--- config.mk ---
export PLATFORM = sky130hd
export DESIGN_NAME = mm_cell
export DESIGN_NICKNAME = d
export VERILOG_FILES = /design/src/design/mm_pkg.sv /design/src/design/mm_cell.sv
export SDC_FILE = /design/constraint.sdc
export NUM_CORES = 1
export LEC_CHECK = 0
export ABC_AREA = 1
export BUFFER_PORTS_ARGS = -buffer_cell sky130_fd_sc_hd__buf_2
export CAP_MARGIN = 20
export CORE_MARGIN = 2
export CORE_UTILIZATION = 45
export CTS_CLUSTER_DIAMETER = 30
export DETAILED_ROUTE_END_ITERATION = 8
export PLACE_DENSITY_LB_ADDON = 0.25
export SYNTH_ARGS = -nofsm -noshare
export SYNTH_HDL_FRONTEND = slang
export SYNTH_SLANG_ARGS = --single-unit
--- constraint.sdc ---
create_clock -name i_clk -period 7.06 [get_ports i_clk]
set_input_delay 2.118 -clock i_clk [delete_from_list [all_inputs] [get_ports i_clk]]
set_output_delay 2.118 -clock i_clk [all_outputs]
set_load 0.01 [all_outputs]
--- src/design/mm_pkg.sv ---
// Shared types, codes and helpers for the matrix multiply block.
package mm_pkg;

    // Default sizes
    localparam int MAX_DIM_DEF       = 8;
    localparam int ELEMENT_WIDTH_DEF = 16;

    // Fixed field widths
    localparam int COORD_LIMIT = 8;
    localparam int COORD_W     = 3;
    localparam int DIM_REG_W   = 4;
    localparam int IN_VALUE_W  = 16;
    localparam int PRODUCT_W   = 35;
    localparam int CFG_IDX_W   = 2;

    localparam logic [DIM_REG_W-1:0] DIM_RESET = 4'd8;

    // Item kinds
    localparam logic [1:0] KIND_WRITE_A = 2'd0;
    localparam logic [1:0] KIND_WRITE_B = 2'd1;
    localparam logic [1:0] KIND_COMPUTE = 2'd2;

    // Configuration register indexes
    localparam logic [CFG_IDX_W-1:0] CFG_ROWS_A = 2'd0;
    localparam logic [CFG_IDX_W-1:0] CFG_COLS_A = 2'd1;
    localparam logic [CFG_IDX_W-1:0] CFG_ROWS_B = 2'd2;
    localparam logic [CFG_IDX_W-1:0] CFG_COLS_B = 2'd3;

    typedef logic [COORD_W-1:0] t_coord;

    typedef enum logic [2:0] {
        S_IDLE,
        S_FEED,
        S_WAIT,
        S_DRAIN,
        S_MISMATCH
    } t_state;

    // Token that walks down the cell chain with one element of A
    typedef struct packed {
        logic   valid;
        logic   first;
        logic   last;
        t_coord k;
    } t_token;

    // Result capture and unload control for the chain
    typedef struct packed {
        logic load;
        logic shift;
    } t_chain_ctl;

    // Write of one element of B
    typedef struct packed {
        logic   en;
        t_coord row;
        t_coord col;
    } t_bwr;

    // Number of cells, capped by the coordinate range
    function automatic int dim_use(int max_dim);
        return (max_dim < COORD_LIMIT) ? max_dim : COORD_LIMIT;
    endfunction

    // Highest index in use for a dimension register, with the dimension saturated to 1 .. lim
    function automatic t_coord eff_last(logic [DIM_REG_W-1:0] r, int lim);
        t_coord v;
        if (r == '0) begin
            v = '0;
        end else if (int'(r) > lim) begin
            v = t_coord'(lim - 1);
        end else begin
            v = t_coord'(r - 4'd1);
        end
        return v;
    endfunction

endpackage

--- src/design/mm_cell.sv ---
// One cell of the chain: owns a column of B and accumulates one element of C.
module mm_cell #(
    parameter int EW    = mm_pkg::ELEMENT_WIDTH_DEF,
    parameter int DEPTH = mm_pkg::MAX_DIM_DEF,
    parameter int COL   = 0
) (
    input  logic                        i_clk,
    input  logic                        i_rst_n,
    input  mm_pkg::t_token              i_tok,
    input  logic signed [EW-1:0]        i_a,
    output mm_pkg::t_token              o_tok,
    output logic signed [EW-1:0]        o_a,
    input  mm_pkg::t_chain_ctl          i_ctl,
    input  mm_pkg::t_bwr                i_bwr,
    input  logic signed [EW-1:0]        i_bdata,
    input  logic signed [2*EW+2:0]      i_sh,
    output logic signed [2*EW+2:0]      o_sh
);
    localparam int KW   = $clog2(DEPTH);
    localparam int PW   = 2 * EW;
    localparam int ACCW = 2 * EW + 3;

    logic signed [EW-1:0]   r_bmem [DEPTH];
    mm_pkg::t_token         r_tok;
    logic signed [EW-1:0]   r_a;
    logic signed [EW-1:0]   r_b;
    logic                   r_p_v;
    logic                   r_p_first;
    logic signed [PW-1:0]   r_p;
    logic signed [ACCW-1:0] r_acc;
    logic signed [ACCW-1:0] r_sh;

    // Column store of B: write on a matching column, registered read at k
    always_ff @(posedge i_clk) begin
        if (i_bwr.en && i_bwr.col == mm_pkg::t_coord'(COL)) begin
            r_bmem[i_bwr.row[KW-1:0]] <= i_bdata;
        end
        r_b <= r_bmem[i_tok.k[KW-1:0]];
    end

    // Stage one: hold the token and the A element, pass both on
    always_ff @(posedge i_clk) begin
        if (!i_rst_n) begin
            r_tok <= '0;
        end else begin
            r_tok <= i_tok;
        end
        r_a <= i_a;
    end

    // Stage two: multiply
    always_ff @(posedge i_clk) begin
        if (!i_rst_n) begin
            r_p_v <= 1'b0;
        end else begin
            r_p_v <= r_tok.valid;
        end
        r_p_first <= r_tok.first;
        r_p       <= PW'(r_a) * PW'(r_b);
    end

    // Stage three: accumulate, restart on the first term
    always_ff @(posedge i_clk) begin
        if (r_p_v) begin
            r_acc <= r_p_first ? ACCW'(r_p) : r_acc + ACCW'(r_p);
        end
    end

    // Unload register: capture the sum, then shift towards cell zero
    always_ff @(posedge i_clk) begin
        if (i_ctl.load) begin
            r_sh <= r_acc;
        end else if (i_ctl.shift) begin
            r_sh <= i_sh;
        end
    end

    assign o_tok = r_tok;
    assign o_a   = r_a;
    assign o_sh  = r_sh;

endmodule

# Yosys cells after proc, flatten, opt, wreduce, memory -nomap -nowiden
# Memories as Yosys holds them, arrays and structs flattened. A register that Yosys moved wholly into a read port is not among the register bits.
# Cells that the tools add are included.
[word_totals] mem_count=1 out_inout_bits=57 input_bits=84 register_bits=126 ramBits=128
[op_classes] reduce_logical=3 addsub=1 muxes=5 n_mul=1
[memory_table] memory="r_bmem" depth=8 width=16 read_ports=1 rd_clocked_by_memory_dff=1 write_ports=1 line_no="mm_cell.sv:23" text="logic signed [EW-1:0] r_bmem [DEPTH];"
[ops] op="$mux W35" n=3
[ops] op="$add A35 B32 Y35" n=1
[ops] op="$mul A16 B16 Y32" n=1
[ops] op="$logic_not A3 Y1" n=1
[ops] op="$mux W1" n=2
[ops] op="$reduce_bool A2 Y1" n=1
[ops] op="$logic_and A1 B1 Y1" n=1

# Logic depth before layout (Yosys ltp)
# Gate-level depths: netlist (run 1).
[depth] word_depth=4 depth_mapped=27 mapped_depth_nobuf=25

# Worst setup path before layout (run 1)
# No wires, ideal clock.
[synth_path] kind="flip-flop to flip-flop" from="reg r_b[2], read port of r_bmem" to="reg r_p[30]" period_less_slack_ps=5583 arrival_ps=5471 n_path_buf=2 slack_ps=1477 path_stages_with_launch=21 path_cell_list="dfxtp_1 -> clkbuf_1 -> clkbuf_1 -> nand2_1 -> fa_1 -> inv_1 -> fa_1 -> fa_1 -> fa_1 -> fa_1 -> inv_1 -> fa_1 -> inv_1 -> ha_1 -> nand2_1 -> nor2_1 -> inv_1 -> nor4_1 -> nand4_1 -> nand3_1 -> nand2_1"
[synth_between] elab_chain_len=1
[synth_lines] item="start: declaration" line_no="mm_cell.sv:26" text="logic signed [EW-1:0] r_b;"
[synth_lines] item="$mul A16 B16 Y32" line_no="mm_cell.sv:59" text="r_p <= PW'(r_a) * PW'(r_b);"
[synth_lines] item="end signal: assignment" line_no="mm_cell.sv:59"
[synth_lines] item="end: declaration" line_no="mm_cell.sv:29" text="logic signed [PW-1:0] r_p;"
# Every way passes these cells.
# A chain may end at the register's enable or synchronous reset.

# Worst setup path after layout (run 1)
[layout_path] from="reg r_b[2], read port of r_bmem" to="reg r_p[25]"
# Same word-level chain as after synthesis.

==> impl_metrics.csv, run 1 <==
group,metric,value,unit
cts,cts.htree.levels,2,
sta,rsz0062_at_grt,"false",
layout,finalNonFillerCells,3446,
cts,cts_tree,"built",
place,portBuffers,140,
detailed_routing,dr.pass1.iters,5,
synthesis,ys_ff_latch,270,
detailed_routing,viasPerCell,4.98,
worst_setup_path,worst_setup_path_end_kind,"register",
detailed_routing,drtAntennaViolNets,0,
worst_setup_path,rr_worst_depth,16,
worst_setup_path,crit_path_max_fanout,16,
sta,max_freq,164,MHz
place,pre_cts_slack,1.03,ns
synthesis,synth_edf_count,198,
detailed_routing,wl_per_cell,16.5,µm
synthesis,synth_cell_types,39,
worst_setup_path,r2r-end,"r_p[25]$_DFF_P_",
detailed_routing,drc_errors,0,
cts,clk_pin_slew,0.05,ns
synthesis,synthesis.area,22400,µm²
cts,root_buffer,"clkbuf_16",
sta,finalHoldViolations,0,
cts,cts_buffer_depth,3,
floorplan,ios,141,
synthesis,synth_top_area_cell,"edfxtp_1",
sta,fin_crit_sh,86.5,%
sta,worst_pin_slew,1.02,ns
floorplan,core,49000,µm²
cts,cts-resized-gates,0,
cts,clock_latency,0.62,ns
place,place_inst,3331,
synthesis,synth_flop_cell,"edfxtp_1",
synthesis,syn_inst,2599,
min_path,hold_path.startpoint,"o_tok[4]$_SDFF_PN0_",
place,gp_congestion,0.938,
layout,drive_gt1_share,11.4,%
sta,setup_slack,0.957,ns
sta,setup-violations-final,0,
global_routing,grt_pass1_vias,17900,
worst_setup_path,arrival,6.59,ns
worst_setup_path,cp_slowest_stage_delay,0.79,ns
worst_setup_path,cp_common_cell,"fa_1",
sta,fin_skew,0.0548,ns
synthesis,yosysWarnings,0,
layout,syn_to_final_growth,15.5,%
cts,postCtsHoldBufs,0,
layout,nets,3194,
global_routing,gr-usage-all-layers,23.0,%
synthesis,synth_area_leaders,"edfxtp_1, fa_1, nand2_1",
sta,finalCriticalPeriod,6.10,ns
floorplan,die_h,227,µm
detailed_routing,vias,17200,
min_path,whs_path_depth,0,
worst_setup_path,cp_cell_sequence,"nand2_1 > fa_1 > inv_1 > fa_1 > fa_1 > fa_1 > fa_1 > inv_1 > fa_1 > inv_1 > ha_1 > nand2_1 > nor3_2 > nand3_1 > o211ai_1 > xor2_1",
detailed_routing,drt_iter0_markers,1087,
job,drv_cap,0,
synthesis,synth_top_cell_area_share,26.6,%
sta,finalSetupTns,0,ns
place,dp_hpwl,44.4,mm
worst_setup_path,r2r_setup_slack,0.96,ns
cts,cts_sinks,270,
floorplan,start_util,45.7,%
sta,slew_headroom,32.1,%
min_path,hold-path-endpoint,"r_p_first$_DFF_P_",
worst_setup_path,critPathRequiredTime,7.55,ns
layout,diodes,0,
floorplan,row_count,81,
floorplan,die_x,227,µm
worst_setup_path,worstSetupStartpointType,"register",
global_routing,grt_max_degree,67,
worst_setup_path,path_class,"reg -> reg",
synthesis,synth.avg_cell_area,8.60,µm²
detailed_routing,wl,56.9,mm
run_status,status,"finished clean",
synthesis,syn_nets,3062,
min_path,hp-class,"reg -> reg",
global_routing,antenna_found_initial,0,
global_routing,grt_overflow,0,
cts,post_cts_buffers,0,
cts,cts_buffers,60,
global_routing,grt_pass1_wl,92.1,mm
worst_setup_path,critical-path-slowest-cell,"fa_1",
synthesis,ys_async_sr_fraction,0,%
worst_setup_path,reg2reg_from,"r_b[2]$_DFF_P_",
synthesis,yosysSeqAreaShare,33.0,%
sta,drv_slew,0,
floorplan,dieArea,51500,µm²
==> cell type report <==
class	count	area [µm²]
fillers	4531	23100
multi-input cells	1693	12600
flip-flops and latches	270	7390
inverters	543	2040
clock buffers	73	1600
repair buffers	163	921
well taps	664	831
clock inverters	40	459
==> through the flow <==
stage	hold WS, ns	utilization (%)	instance area, µm²
floorplan	0.382	-	22400
global placement	0.355	48.4	23700
detailed placement	0.350	48.4	23700
CTS	0.362	52.7	25800
global route	0.376	52.8	25800
finish	0.363	52.8	25800
==> kinds of logic after synthesis <==
family	count (synthesis)	share of synthesized area (%)
buf+inv	636	10.7
simple gates	1049	19.1
fa+ha+maj	379	30.0
compound gates	228	5.64
xor+xnor	37	1.45
flops	270	33.0
==> critical path, delay by kind of cell (launching register included) <==
| kind | cells | cell delay, ns |
|---|---|---|
| AOI/OAI and AO/OA | 1 | 0.32 |
| xor gates and xnor gates | 1 | 0.19 |
| adders and majority gates | 7 | 3.78 |
| buffers and inverters | 3 | 0.23 |
| DFF | 1 | 0.71 |
| and+or+nand+nor | 4 | 0.76 |
==> cell usage in the layout, fill, tap and decap left out, drive strengths merged, types with 9 or more instances in the layout <==
master,count
nand2,692
inv,545
fa,263
nor2,229
edfxtp,198
buf,163
ha,116
o21ai,103
clkbuf,73
dfxtp,72
a21oi,70
nand3,68
clkinv,24
xor2,23
a31oi,19
o22ai,16
or2,16
xnor2,14
nand4,14
nor3,14
o21bai,13
nand3b,9
==> cells in the mapped netlist (all sizes together) (2+ instances only) <==
cell,number
dfxtp,72
nand2,692
inv,542
nand3,68
a21o,4
xor2,23
o22ai,16
a21oi,70
nor2,229
edfxtp,198
and3,2
buf,11
xnor2,14
a31oi,19
nor4,4
fa,263
clkbuf,82
ha,116
nand4,14
or2,16
o21bai,13
nand3b,9
o21ai,103
nor3,14
==> worst max path at each step <==
stage,start,end,slack [ns],depth (start not counted)
2_1_floorplan,r_b[2]$_DFF_P_,r_p[30]$_DFF_P_,1.48,20
3_3_place_gp,r_b[2]$_DFF_P_,r_p[26]$_DFF_P_,1.09,18
3_5_place_dp,r_b[2]$_DFF_P_,r_p[25]$_DFF_P_,1.03,16
4_1_cts,r_b[2]$_DFF_P_,r_p[31]$_DFF_P_,0.97,19
5_1_grt,r_b[2]$_DFF_P_,r_p[26]$_DFF_P_,0.55,18
6_report,r_b[2]$_DFF_P_,r_p[25]$_DFF_P_,0.96,16
==> per-layer routing <==
layer	GRT usage (%)	routed length (µm)	vias up
li1	-	-	8243
met1	29.7	24500	8237
met2	38.5	26600	560
met3	3.99	3670	117
met4	9.32	2100	0
met5	0	0	-
==> flip-flops by register name (all words and copies together), names as in the netlist <==
name       count
r_bmem       128
o_sh          35
r_acc         35
r_p           32
o_a           16
r_b           16
o_tok          6
r_p_first      1
r_p_v          1
Power of run 1 is left out: the tool's default activity adds up to more than one toggle a clock period on the data nets, which glitch-free logic cannot reach.
==> inputs of run 2 (changes only) <==
--- a/config.mk
+++ b/config.mk
@@ -12,7 +12,7 @@
 export CORE_UTILIZATION = 45
 export CTS_CLUSTER_DIAMETER = 30
 export DETAILED_ROUTE_END_ITERATION = 8
-export PLACE_DENSITY_LB_ADDON = 0.25
+export PLACE_DENSITY = 0.64
 export SYNTH_ARGS = -nofsm -noshare
 export SYNTH_HDL_FRONTEND = slang
 export SYNTH_SLANG_ARGS = --single-unit
==> run 2 against run 1 <==
Via count shrank 1.1%. Die area unchanged. Utilization decreased by 0.11 points. Cell area down 0.20%. Worst setup slack worse by 0.067 ns. Flip-flop and latch count unchanged. First-iteration DRC count is 7.8% lower. Non-clock buffer count is 4 higher.
==> impl_metrics.csv, run 2 (synthesis results as in run 1) <==
group,metric,value,unit
worst_setup_path,critical-path-slowest-cell,"fa_1",
detailed_routing,viasPerCell,4.92,
global_routing,gr-usage-all-layers,22.5,%
floorplan,die_x,227,µm
detailed_routing,dr.pass1.iters,5,
cts,cts_buffer_depth,3,
sta,setup-violations-final,0,
cts,cts_buffers,60,
layout,drive_gt1_share,11.6,%
detailed_routing,vias,17000,
detailed_routing,wl_met1,24.6,mm
min_path,hp-class,"reg -> reg",
place,portBuffers,140,
detailed_routing,drt_iter0_markers,1002,
worst_setup_path,worstSetupStartpointType,"register",
sta,fin_skew,0.0447,ns
sta,finalSetupTns,0,ns
layout,largest_reg_flops,128,
floorplan,dieArea,51500,µm²
layout,mostFrequentLayoutCell,"nand2_1",
layout,nets,3198,
sta,finalCriticalPeriod,6.17,ns
worst_setup_path,cp_top_family,"adder cells",
layout,syn_to_final_growth,15.3,%
layout,multi_input_area,12600,µm²
worst_setup_path,worst_setup_path_end_kind,"register",
sta,rsz0062_at_grt,"false",
cts,cts_sinks,270,
layout,fill_cells,4499,
detailed_routing,met3_length,2.94,mm
sta,slew_headroom,31.1,%
cts,clk_pin_slew,0.04,ns
cts,cts_tree,"built",
run_status,status,"finished clean",
global_routing,grt_overflow,0,
sta,worst_pin_slew,1.03,ns
detailed_routing,routed.top_layer,"met4",
worst_setup_path,critPathRequiredTime,7.54,ns
sta,fin_crit_sh,87.4,%
layout,seqCellArea,7390,µm²
sta,max_freq,162,MHz
place,gp_congestion,0.907,
detailed_routing,drtAntennaViolNets,0,
cts,cts-resized-gates,0,
floorplan,die_h,227,µm
floorplan,core,49000,µm²
sta,finalHoldViolations,0,
sta,drv_slew,0,
global_routing,grt_pass1_wl,90.9,mm
cts,post_cts_buffers,0,
global_routing,grt_max_degree,67,
detailed_routing,wl_per_cell,16.0,µm
floorplan,ios,141,
global_routing,antenna_found_initial,0,
detailed_routing,drc_errors,0,
cts,clock_latency,0.61,ns
place,dp_hpwl,43.1,mm
worst_setup_path,arrival,6.65,ns
worst_setup_path,path_class,"reg -> reg",
worst_setup_path,cp_common_cell,"fa_1",
worst_setup_path,crit_path_max_fanout,16,
cts,postCtsHoldBufs,0,
floorplan,row_count,81,
worst_setup_path,crit_buf_inv,3,
job,drv_cap,0,
worst_setup_path,cp_cell_sequence,"nand2_1 > fa_1 > inv_1 > fa_1 > fa_1 > fa_1 > fa_1 > inv_1 > fa_1 > inv_1 > ha_1 > nand2_1 > nor3_1 > nand4_1 > nand3_1 > nor2_1 > nor2_1",
cts,root_buffer,"clkbuf_16",
layout,final_cell_mix,"nand2_1, inv_1, fa_1",
detailed_routing,wl_met2,26.2,mm
floorplan,start_util,45.7,%
global_routing,grt_pass1_vias,17900,
layout,diodes,0,
detailed_routing,wl,55.4,mm
cts,cts.htree.levels,2,
worst_setup_path,cp_slowest_stage_delay,0.78,ns
[run 2: cell count changes in the layout (fill, tap and decap cells not counted)]
cell | before | now
buf_16 | 2 | 1
buf_4 | 20 | 26
buf_8 | 1 | 0
bufinv_16 | 7 | 5
clkbuf_1 | 9 | 13
clkbuf_8 | 3 | 5
clkinv_1 | 7 | 3
clkinv_2 | 9 | 17
clkinv_4 | 7 | 2
clkinvlp_4 | 7 | 4
inv_4 | 0 | 2
inv_6 | 2 | 1
[run 2: metrics by stage]
stage / setup slack, ns / instance area, µm² / hold slack, ns / utilization [%] / cells
floorplan: 1.48 / 22400 / 0.382 / - / 2599
global placement: 1.00 / 23700 / 0.344 / 48.5 / 3336
detailed placement: 0.928 / 23700 / 0.356 / 48.5 / 3336
CTS: 0.889 / 25700 / 0.353 / 52.6 / 3450
global route: 0.369 / 25800 / 0.362 / 52.7 / 3451
finish: 0.889 / 25800 / 0.355 / 52.7 / 3451
[run 2: layout make-up]
cell class / count / share of cell area (%)
multi-input cells: 1693 / 48.8
inverters: 543 / 7.91
repair buffers: 167 / 3.58
flip-flops and latches: 270 / 28.7
clock buffers: 79 / 6.38
clock inverters: 35 / 1.40
well taps: 664 / 3.22
[run 2: routing by layer]
metal / up-vias / track usage, %
met2: 440 / 38.1
met3: 110 / 3.46
met1: 8183 / 29.5
met4: 0 / 7.77
met5: - / 0
li1: 8241 / -
[run 2: final timing paths]
path | start | end | slack, ns | cells after the start
worst max-delay path | r_b[2]$_DFF_P_ | r_p[24]$_DFF_P_ | 0.89 | 17
worst min-delay path | o_tok[4]$_SDFF_PN0_ | r_p_first$_DFF_P_ | 0.36 | 0
worst max register to register | r_b[2]$_DFF_P_ | r_p[24]$_DFF_P_ | 0.89 | 17
worst min register to register | o_tok[4]$_SDFF_PN0_ | r_p_first$_DFF_P_ | 0.36 | 0
Power of run 2 is left out for the same reason.
